===== src/rtl/dtcm_pkg.sv =====
package dtcm_pkg;

  localparam int unsigned MaxCellsDef = 256;
  localparam int unsigned DepthW      = 32;
  localparam int unsigned CoordW      = 16;
  localparam int unsigned CoordsW     = 3 * CoordW;
  localparam int unsigned TolW        = 31;
  localparam int unsigned DistW       = 33;
  localparam int unsigned GridW       = 17;
  localparam int unsigned MatchIdxW   = 8;

  // 100000 m in Q16.16
  localparam logic [DistW-1:0] NoMatchDist = 33'd6553600000;
  localparam logic [TolW-1:0]  DistSat     = 31'h7FFF_FFFF;
  localparam logic [TolW-1:0]  TolReset    = 31'd65536;

  typedef struct packed {
    logic                     valid;
    logic                     hit;
    logic signed [DepthW-1:0] qdepth;
    logic [DistW-1:0]         best_dist;
    logic [CoordsW-1:0]       best_coords;
    logic signed [DepthW-1:0] prev_depth;
    logic [CoordsW-1:0]       prev_coords;
  } token_t;

  typedef struct packed {
    logic                     we;
    logic signed [DepthW-1:0] depth;
    logic [CoordsW-1:0]       coords;
  } wr_t;

endpackage


===== src/rtl/dtcm_cell.sv =====
module dtcm_cell #(
  parameter int unsigned MaxCells = dtcm_pkg::MaxCellsDef,
  parameter int unsigned Index    = 0
) (
  input  logic                               clk_i,
  input  logic                               rst_ni,
  input  dtcm_pkg::wr_t                      wr_i,
  input  logic [$clog2(MaxCells)-1:0]        wr_idx_i,
  input  logic                               mono_i,
  input  logic [$clog2(MaxCells)-1:0]        start_i,
  input  logic [$clog2(MaxCells+1)-1:0]      count_i,
  input  dtcm_pkg::token_t                   tok_i,
  input  logic [$clog2(MaxCells)-1:0]        idx_i,
  output dtcm_pkg::token_t                   tok_o,
  output logic [$clog2(MaxCells)-1:0]        idx_o
);
  import dtcm_pkg::*;

  localparam int unsigned IdxW = $clog2(MaxCells);
  localparam int unsigned CntW = $clog2(MaxCells + 1);
  localparam logic [IdxW-1:0] MyIdx   = IdxW'(Index);
  localparam logic [IdxW-1:0] PairIdx = IdxW'((Index > 0) ? Index - 1 : 0);
  localparam logic [CntW-1:0] MyCnt   = CntW'(Index);

  logic signed [DepthW-1:0] depth_q;
  logic [CoordsW-1:0]       coords_q;
  token_t                   tok_d, tok_q;
  logic                     valid_q;
  logic [IdxW-1:0]          idx_d, idx_q;
  logic signed [DistW-1:0]  diff;
  logic [DistW-1:0]         mag;
  logic [TolW-1:0]          sat_dist;
  logic                     near_ok, pair_ok, brk;

  always_ff @(posedge clk_i) begin
    if (wr_i.we && (wr_idx_i == MyIdx)) begin
      depth_q  <= wr_i.depth;
      coords_q <= wr_i.coords;
    end
  end

  always_comb begin
    diff = {tok_i.qdepth[DepthW-1], tok_i.qdepth} - {depth_q[DepthW-1], depth_q};
    mag  = diff[DistW-1] ? DistW'(-diff) : DistW'(diff);
    sat_dist = (mag > {2'b00, DistSat}) ? DistSat : mag[TolW-1:0];

    near_ok = (MyIdx >= start_i) && (MyCnt < count_i);
    pair_ok = (Index > 0) && (MyIdx > start_i) && (MyCnt < count_i) && !tok_i.hit;
    brk = ((depth_q > tok_i.qdepth) && (tok_i.qdepth > tok_i.prev_depth)) ||
          ((depth_q < tok_i.qdepth) && (tok_i.qdepth < tok_i.prev_depth));

    tok_d             = tok_i;
    idx_d             = idx_i;
    tok_d.prev_depth  = depth_q;
    tok_d.prev_coords = coords_q;
    if (mono_i) begin
      if (near_ok && ({2'b00, sat_dist} < tok_i.best_dist)) begin
        tok_d.best_dist   = {2'b00, sat_dist};
        tok_d.best_coords = coords_q;
        idx_d             = MyIdx;
      end
    end else begin
      if (pair_ok && brk) begin
        tok_d.hit         = 1'b1;
        tok_d.best_dist   = '0;
        tok_d.best_coords = tok_i.prev_coords;
        idx_d             = PairIdx;
      end
    end
  end

  always_ff @(posedge clk_i or negedge rst_ni) begin
    if (!rst_ni) begin
      valid_q <= 1'b0;
    end else begin
      valid_q <= tok_i.valid;
    end
  end

  always_ff @(posedge clk_i) begin
    tok_q <= tok_d;
    idx_q <= idx_d;
  end

  always_comb begin
    tok_o       = tok_q;
    tok_o.valid = valid_q;
  end

  assign idx_o = idx_q;

endmodule


===== config.mk =====
export PLATFORM = sky130hd
export DESIGN_NAME = dtcm_cell
export DESIGN_NICKNAME = d
export VERILOG_FILES = /design/src/rtl/dtcm_pkg.sv /design/src/rtl/dtcm_cell.sv
export SDC_FILE = /design/constraint.sdc
export NUM_CORES = 1
export LEC_CHECK = 0
export BUFFER_PORTS_ARGS = -buffer_cell sky130_fd_sc_hd__buf_2
export CORE_AREA = 2 2 198 200
export CTS_CLUSTER_SIZE = 40
export DETAILED_ROUTE_END_ITERATION = 8
export DIE_AREA = 0 0 200 202
export PLACE_DENSITY_LB_ADDON = 0.08
export SETUP_SLACK_MARGIN = 0.5
export SLEW_MARGIN = 40
export SYNTH_ARGS = -nofsm -noshare
export SYNTH_HDL_FRONTEND = slang
export SYNTH_SLANG_ARGS = --single-unit

===== constraint.sdc =====
create_clock -name clk_i -period 7.15 [get_ports clk_i]
set_input_delay 0.715 -clock clk_i [delete_from_list [all_inputs] [get_ports clk_i]]
set_output_delay 0.715 -clock clk_i [all_outputs]
set_load 0.01 [all_outputs]

Word level (Yosys, flattened, before mapping) --
Cells that the tools add are included.
Word-level totals: bits in registers 283, bits of input ports 312, output and inout port bits 203, word-level logic and storage cells 26
Operators by class: add/subtract/negate cells 2, magnitude comparators 4, multiplexer cells 6, reductions and logical operators 4
Operators with widths (count):
- $mux 81 | 2
- $gt 33x31->1 const B | 1
- $lt 31x33->1 | 1
- $mux 33 | 1
- $neg 33->33 | 1
- $sub 32x32->33 | 1
- $mux 31 | 1
- $mux 8 | 2
- $lt 1x9->1 const A | 1
- $ge 1x8->1 const A | 1
- $logic_not 8->1 | 1
- $logic_and 1x1->1 | 3

Longest topological paths before layout --
Gate-level depths: netlist (run 1).
depth after elaboration 9, gate-level depth with buffers 30, mapped depth without buffers 25

Least setup slack after synthesis (run 1) --
No wires, ideal clock.
path type input to register, start point input wr_idx_i[2], end point register coords_q[0], enable pin, library setup time 0.724 ns, data arrival time 8.626 ns, required time 6.426 ns, setup slack -2.200 ns, stages on the path 3, path buffers 0, cell sequence nor4_1 nand3b_1 nor4_1
On the way: word-level cells in the longest chain between the ends 2
Ends and longest elaborated chain:
- from (decl) | RTL line dtcm_cell.sv:8 | input logic [$clog2(MaxCells)-1:0] wr_idx_i,
- $logic_not 8->1 | RTL line dtcm_cell.sv:36 | if (wr_i.we && (wr_idx_i == MyIdx)) begin
- $logic_and 1x1->1 | RTL line dtcm_cell.sv:36
- to (signal assigned) | RTL line dtcm_cell.sv:38 | coords_q <= wr_i.coords;
- to (decl) | RTL line dtcm_cell.sv:26 | logic [CoordsW-1:0] coords_q;
Every way passes these cells. A chain may end at the register's enable or synchronous reset.

==> results.sh, run 1 <==
export IMPL_vias=9700
export IMPL_grt_ovfl_total=0
export IMPL_status="complete, no violations"
export IMPL_cts_buffer_depth=3
export IMPL_finalWirelength_mm=35.0
export IMPL_end_kind="flop"
export IMPL_synth_cell_types=74
export IMPL_clock_latency_ns=0.58
export IMPL_worst_path_buf_inv=6
export IMPL_clkSinkCount=283
export IMPL_finalNetCount=1986
export IMPL_slew_headroom_pct=46.9
export IMPL_p_sw_share_pct=23.7
export IMPL_synth_ff_type="dfxtp_1"
export IMPL_r2r_start="depth_q[1]"
export IMPL_yosys_area_top_type="dfxtp_1"
export IMPL_fin_crit_sh_pct=89.6
export IMPL_ir_drop_uv=163
export IMPL_cts_root_buf="clkbuf_16"
export IMPL_antenna_found_initial=2
export IMPL_syn_to_final_growth_pct=45.1
export IMPL_drc=0
export IMPL_drv_slew=0
export IMPL_yosysSeqAreaShare_pct=55.1
export IMPL_cts_buffers=30
export IMPL_setup_viol=0
export IMPL_fillCellCount=3799
export IMPL_synth_common_cells="202 x dfxtp_1, 80 x edfxtp_1, 72 x inv_1"
export IMPL_drt_pass1_iterations=4
export IMPL_die_w_um=200
export IMPL_syn_area_per_cell_um2=11.4
export IMPL_cp_depth=26
export IMPL_htreeDepth=1
export IMPL_powerDensity_mw_per_mm2=227
export IMPL_grt_max_degree=55
export IMPL_synth_seq_cells=283
export IMPL_seq_power_share_pct=43.9
export IMPL_grt_pass1_wl_mm=52.3
export IMPL_place_hpwl_mm=27.4
export IMPL_worstPathRequired_ns=7.61
export IMPL_grt_setup_unrepaired="true"
export IMPL_power_mw=3.86
export IMPL_p_sw_uw=916
export IMPL_regArea_mm2=0.00647
export IMPL_crit_family="simple AND/OR/NAND/NOR gates"
export IMPL_initial_core_util_pct=30.7
export IMPL_setup_worst_path_start="depth_q[1]"
export IMPL_avgRoutedWirePerCell_um=16.2
export IMPL_cpPeakStageDelay_ns=0.56
export IMPL_critical_path_class="reg2reg"
export IMPL_final_layout_size_suffix_gt1_share_pct=47.1
export IMPL_fmax_mhz=156
export IMPL_combPwrFrac_pct=14.5
export IMPL_synthArstFlopShare_pct=0.353
export IMPL_hold_viol=0
export IMPL_synth_area_leaders="dfxtp_1 34%, edfxtp_1 20%, ha_1 6.7%"
export IMPL_holdPathStages=1
export IMPL_endpoint="tok_o[81]"
export IMPL_worst_path_max_fanout=8
export IMPL_syn_nets=1409
export IMPL_reg2reg_to="tok_o[81]"
export IMPL_gp_congestion=0.802
export IMPL_netlist_instances=1033
export IMPL_r2r_cells=26
export IMPL_p_int_mw=2.95
export IMPL_cts_tree="yes"
export IMPL_ant_nets=0
export IMPL_yosysMostFrequentCell="dfxtp_1"
export IMPL_p_leak_nw=7.74
export IMPL_track_usage_pct=16.5
export IMPL_fin_crit_ns=6.41
export IMPL_io_pins=515
export IMPL_clkPwrFrac_pct=41.6
export IMPL_worstSetupStartpointType="flop"
export IMPL_ff2ff_setup_slack_ns=0.74
export IMPL_via_per_inst=4.50
export IMPL_clk_pin_slew_worst_paths_ns=0.06
export IMPL_die_h_um=202
export IMPL_syn_cell_area_mm2=0.0117
export IMPL_ys_warn_count=0
export IMPL_synth_top_cell_area_share_pct=34.4
export IMPL_synth_edf_count=80
export IMPL_multiInputGateArea_mm2=0.00511
export IMPL_arrival_ns=6.87
export IMPL_coreArea_mm2=0.0383
export IMPL_row_count=72
export IMPL_slowest_stage="or4_4"
export IMPL_tightest_slew_ns=0.797
export IMPL_grt_pass1_vias=9767
export IMPL_maxCapViolCount=0
export IMPL_clock_skew_ns=0.0179
export IMPL_drt_iter0_drc=306
export IMPL_worstHoldPathType="in2reg"
export IMPL_floorplan_die_area_mm2=0.0404
export IMPL_tns_ns=0
export IMPL_io_buffers=434
==> cells by family (layout without fill, tap and decap cells) <==
| logic type | count (synthesis) | in the layout | share of synthesized area, % |
|---|---|---|---|
| buf+inv | 111 | 712 | 3.91 |
| other cells | 0 | 2 | 0 |
| xor+xnor | 37 | 37 | 2.76 |
| simple gates | 227 | 227 | 10.2 |
| fa+ha+maj | 64 | 64 | 6.89 |
| compound gates | 231 | 231 | 13.1 |
| flops | 283 | 283 | 55.1 |
| mux | 80 | 80 | 7.99 |
==> layout make-up <==
type / count / share of cell area [%]
multi-input combinational: 639 / 30.0
inverter: 72 / 1.59
clock inverter: 10 / 0.896
antenna: 2 / 0.0294
tap: 518 / 3.80
clock buffer: 46 / 5.29
timing repair buffer: 584 / 20.4
sequential: 283 / 38.0
==> registers in the layout, summed over array words and instances, names as in the netlist <==
| name | count |
|---|---|
| tok_o | 194 |
| coords_q | 48 |
| depth_q | 32 |
| idx_o | 8 |
| valid_q | 1 |
==> worst min-delay path by stage <==
stage | from | endpoint | slack, ns
floorplan | coords_q[0] | tok_o[0] | 0.34
global placement | coords_q[12] | tok_o[12] | 0.34
detailed placement | coords_q[37] | tok_o[37] | 0.35
CTS | tok_i[194] | valid_q | 0.21
global route | tok_i[194] | valid_q | 0.21
finish | tok_i[194] | valid_q | 0.24
==> placed cells by master, fill, tap and decap left out, types with 7 or more instances in the layout <==
master     instances
buf_2            434
dfxtp_1          202
buf_4            134
edfxtp_1          80
inv_1             71
mux2_2            62
ha_1              60
nor2_1            45
nand2_1           44
a21oi_1           44
o21ai_0           40
clkbuf_16         34
a21o_1            25
xnor2_1           22
nor3_1            21
nand4_1           18
mux2_4            18
nand3_1           15
xor2_1            15
nor2b_1           15
a31oi_1           12
o21a_1            11
nor4_1            10
o21ai_1           10
and2_1             9
o21ai_2            9
clkbuf_8           9
o211ai_1           8
or3_1              7
clkbuf_1           7
==> routing by layer <==
metal  GRT usage [%]  wire (µm)  up-vias
met3            5.09       2890       36
li1                -          -     4907
met1            20.6      15000     4454
met4            3.78        526        0
met2            27.7      16600      303
met5               0          0        -
==> metrics by stage <==
stage	utilization, %	hold WS [ns]	instances	setup WS (ns)	instance area (µm²)
2_1_floorplan	-	0.342	1033	0.529	11800
3_3_place_gp	40.2	0.345	2075	-0.0604	15400
3_5_place_dp	40.2	0.348	2075	-0.121	15400
4_1_cts	43.4	0.206	2139	0.524	16600
5_1_grt	44.5	0.209	2153	0.450	17000
6_report	44.5	0.244	2154	0.743	17000
==> repair_timing <==
action                                  4_1_cts  5_1_grt
hold buffers                                  1        0
setup buffers                                 6        9
hold endpoints to repair                      1        0
endpoints found under the setup margin       88       88
gates resized for setup                      12       75
pin swaps                                     3       20
cloned                                        1        4
==> power groups by stage <==
stage          Sequential (mW)  Combinational (mW)  Clock [mW]
5_1_grt                   1.70               0.627        1.73
6_report                  1.70               0.562        1.61
4_1_cts                   1.70               0.524        1.66
2_1_floorplan             1.75               0.247           0
3_5_place_dp              1.73               0.518           0
3_3_place_gp              1.73               0.514           0
No activity file was read; power rests on OpenSTA's default activity.
==> run 2, diff against run 1 <==
- RECOVER_POWER: unset -> 100
- clock period: 7.15 -> 5.4 ns (I/O delays scaled with it)
==> run 2 against run 1 <==
  * The run now ends with capacitance limit, slew limit, setup timing left
  * Highest routed layer is now met5
  * Worst hold slack got worse by 0.18 ns
  * Die area stayed put
  * Design area rose by 5.7%
  * Utilization rose by 2.6 points
  * Sequential cell count stayed put
  * Wire length up 5.3%
  * Sequential power grew 32%
  * Non-clock buffer count up 148
  * Maximum frequency grew 2.6%
==> results.sh, run 2 (synthesis gave the netlist of run 1 again) <==
export IMPL_clkSinkCount=283
export IMPL_drt_pass1_iterations=5
export IMPL_fin_crit_sh_pct=116
export IMPL_syn_to_final_growth_pct=53.5
export IMPL_cts_tree="yes"
export IMPL_clock_latency_ns=0.58
export IMPL_ir_drop_uv=268
export IMPL_final_common_cell="buf_4"
export IMPL_setup_slack_ns=-0.842
export IMPL_initial_core_util_pct=30.7
export IMPL_die_h_um=202
export IMPL_worst_path_buf_inv=4
export IMPL_reg2reg_to="tok_o[116]"
export IMPL_r2r_cells=27
export IMPL_maxCapViolCount=1
export IMPL_vias=10200
export IMPL_slew_headroom_pct=-89.2
export IMPL_seq_power_share_pct=44.5
export IMPL_drv_slew=44
export IMPL_ant_nets=0
export IMPL_finalNetCount=2134
export IMPL_critical_path_class="reg2reg"
export IMPL_grt_pass1_wl_mm=54.9
export IMPL_die_w_um=200
export IMPL_holdPathStages=1
export IMPL_setup_viol=89
export IMPL_slowest_stage="or4_4"
export IMPL_cts_buffer_depth=3
export IMPL_grt_max_degree=44
export IMPL_p_leak_nw=7.83
export IMPL_antenna_found_initial=1
export IMPL_largest_reg_flops=194
export IMPL_fin_hold_ws_ns=0.0612
export IMPL_worstPathRequired_ns=5.87
export IMPL_grt_pass1_vias=10500
export IMPL_crit_family="compound AO/OA/AOI/OAI gates"
export IMPL_clkPwrFrac_pct=38.7
export IMPL_grt_setup_unrepaired="true"
export IMPL_mostFrequentLayoutCells="263 x buf_4, 245 x clkbuf_1, 202 x dfxtp_1"
export IMPL_fmax_mhz=160
export IMPL_worstSetupStartpointType="flop"
export IMPL_htreeDepth=1
export IMPL_row_count=72
export IMPL_cp_depth=27
export IMPL_cts_buffers=30
export IMPL_drt_iter0_drc=294
export IMPL_end_kind="flop"
export IMPL_coreArea_mm2=0.0383
export IMPL_cts_root_buf="clkbuf_16"
export IMPL_gp_congestion=0.820
export IMPL_track_usage_pct=17.4
export IMPL_p_int_mw=3.81
export IMPL_ff2ff_setup_slack_ns=-0.84
export IMPL_hold_end="valid_q"
export IMPL_final_layout_size_suffix_gt1_share_pct=39.2
export IMPL_io_buffers=434
export IMPL_worstHoldPathType="in2reg"
export IMPL_p_sw_share_pct=24.5
export IMPL_p_sw_mw=1.24
export IMPL_hold_viol=0
export IMPL_arrival_ns=6.71
export IMPL_floorplan_die_area_mm2=0.0404
export IMPL_status="finished, violations left"
export IMPL_grt_ovfl_total=0
export IMPL_tns_ns=-69.39
export IMPL_cpMostUsedCell="a21o_1"
export IMPL_powerDensity_mw_per_mm2=280
export IMPL_violations="capacitance limit, slew limit, setup timing"
export IMPL_drc=0
export IMPL_combPwrFrac_pct=16.8
export IMPL_avgRoutedWirePerCell_um=16.0
export IMPL_worstHoldStart="tok_i[194]"
export IMPL_clock_skew_ns=0.0194
export IMPL_worst_path_max_fanout=12
export IMPL_finalWirelength_mm=36.8
export IMPL_place_hpwl_mm=28.8
export IMPL_fin_crit_ns=6.24
export IMPL_clk_pin_slew_worst_paths_ns=0.06
export IMPL_io_pins=515
export IMPL_cpPeakStageDelay_ns=0.46
export IMPL_tightest_slew_ns=2.84
export IMPL_r2r_start="depth_q[1]"
export IMPL_via_per_inst=4.44
[run 2: worst max path at each step]
stage | startpoint | end
6_report | depth_q[1] | tok_o[116]
5_1_grt | depth_q[2] | tok_o[142]
4_1_cts | depth_q[1] | tok_o[108]
3_5_place_dp | tok_i[169] | tok_o[117]
3_3_place_gp | tok_i[169] | tok_o[107]
2_1_floorplan | tok_i[162] | tok_o[149]
[run 2: metrics by stage]
stage | cells | setup slack, ns | util (%) | area, µm² | power, mW
floorplan | 1033 | -0.677 | - | 11900 | 2.66
global placement | 2195 | -1.27 | 42.9 | 16400 | 3.06
detailed placement | 2195 | -1.31 | 42.9 | 16400 | 3.06
finish | 2300 | -0.842 | 47.1 | 18000 | 5.05
CTS | 2283 | -0.831 | 46.8 | 17900 | 5.10
global route | 2299 | -1.14 | 47.0 | 18000 | 5.30
[run 2: cell type report]
type,instances,area [µm²]
timing repair buffer,732,4360
fill,3805,20300
sequential,283,6470
multi-input combinational,639,5320
clock inverter,13,120
inverter,72,270
antenna,1,2.50
clock buffer,42,827
tap,518,648
[run 2: layer usage]
layer,part of all wire [%],GRT usage (%),up-vias
met3,8.4,5.07,43
met2,47,29.8,320
met4,1.5,3.60,2
li1,-,-,5204
met1,43,21.6,4635
met5,0.019,0,-
[run 2: timing repair]
| item | in CTS | in global routing |
|---|---|---|
| setup endpoints to repair | 89 | 89 |
| setup buffers | 30 | 13 |
| pin swaps | 9 | 19 |
| gates cloned | 2 | 3 |
| hold buffers | 1 | 0 |
| resized for setup | 58 | 65 |
| hold endpoints to repair | 1 | 0 |
[run 2: power by group through the flow]
| stage | logic (mW) | registers [mW] | clock network, mW |
|---|---|---|---|
| after floorplan | 0.340 | 2.32 | 0 |
| after global placement | 0.769 | 2.29 | 0 |
| after detailed placement | 0.773 | 2.29 | 0 |
| after CTS | 0.834 | 2.25 | 2.02 |
| after global routing | 0.941 | 2.25 | 2.11 |
| final | 0.850 | 2.25 | 1.95 |
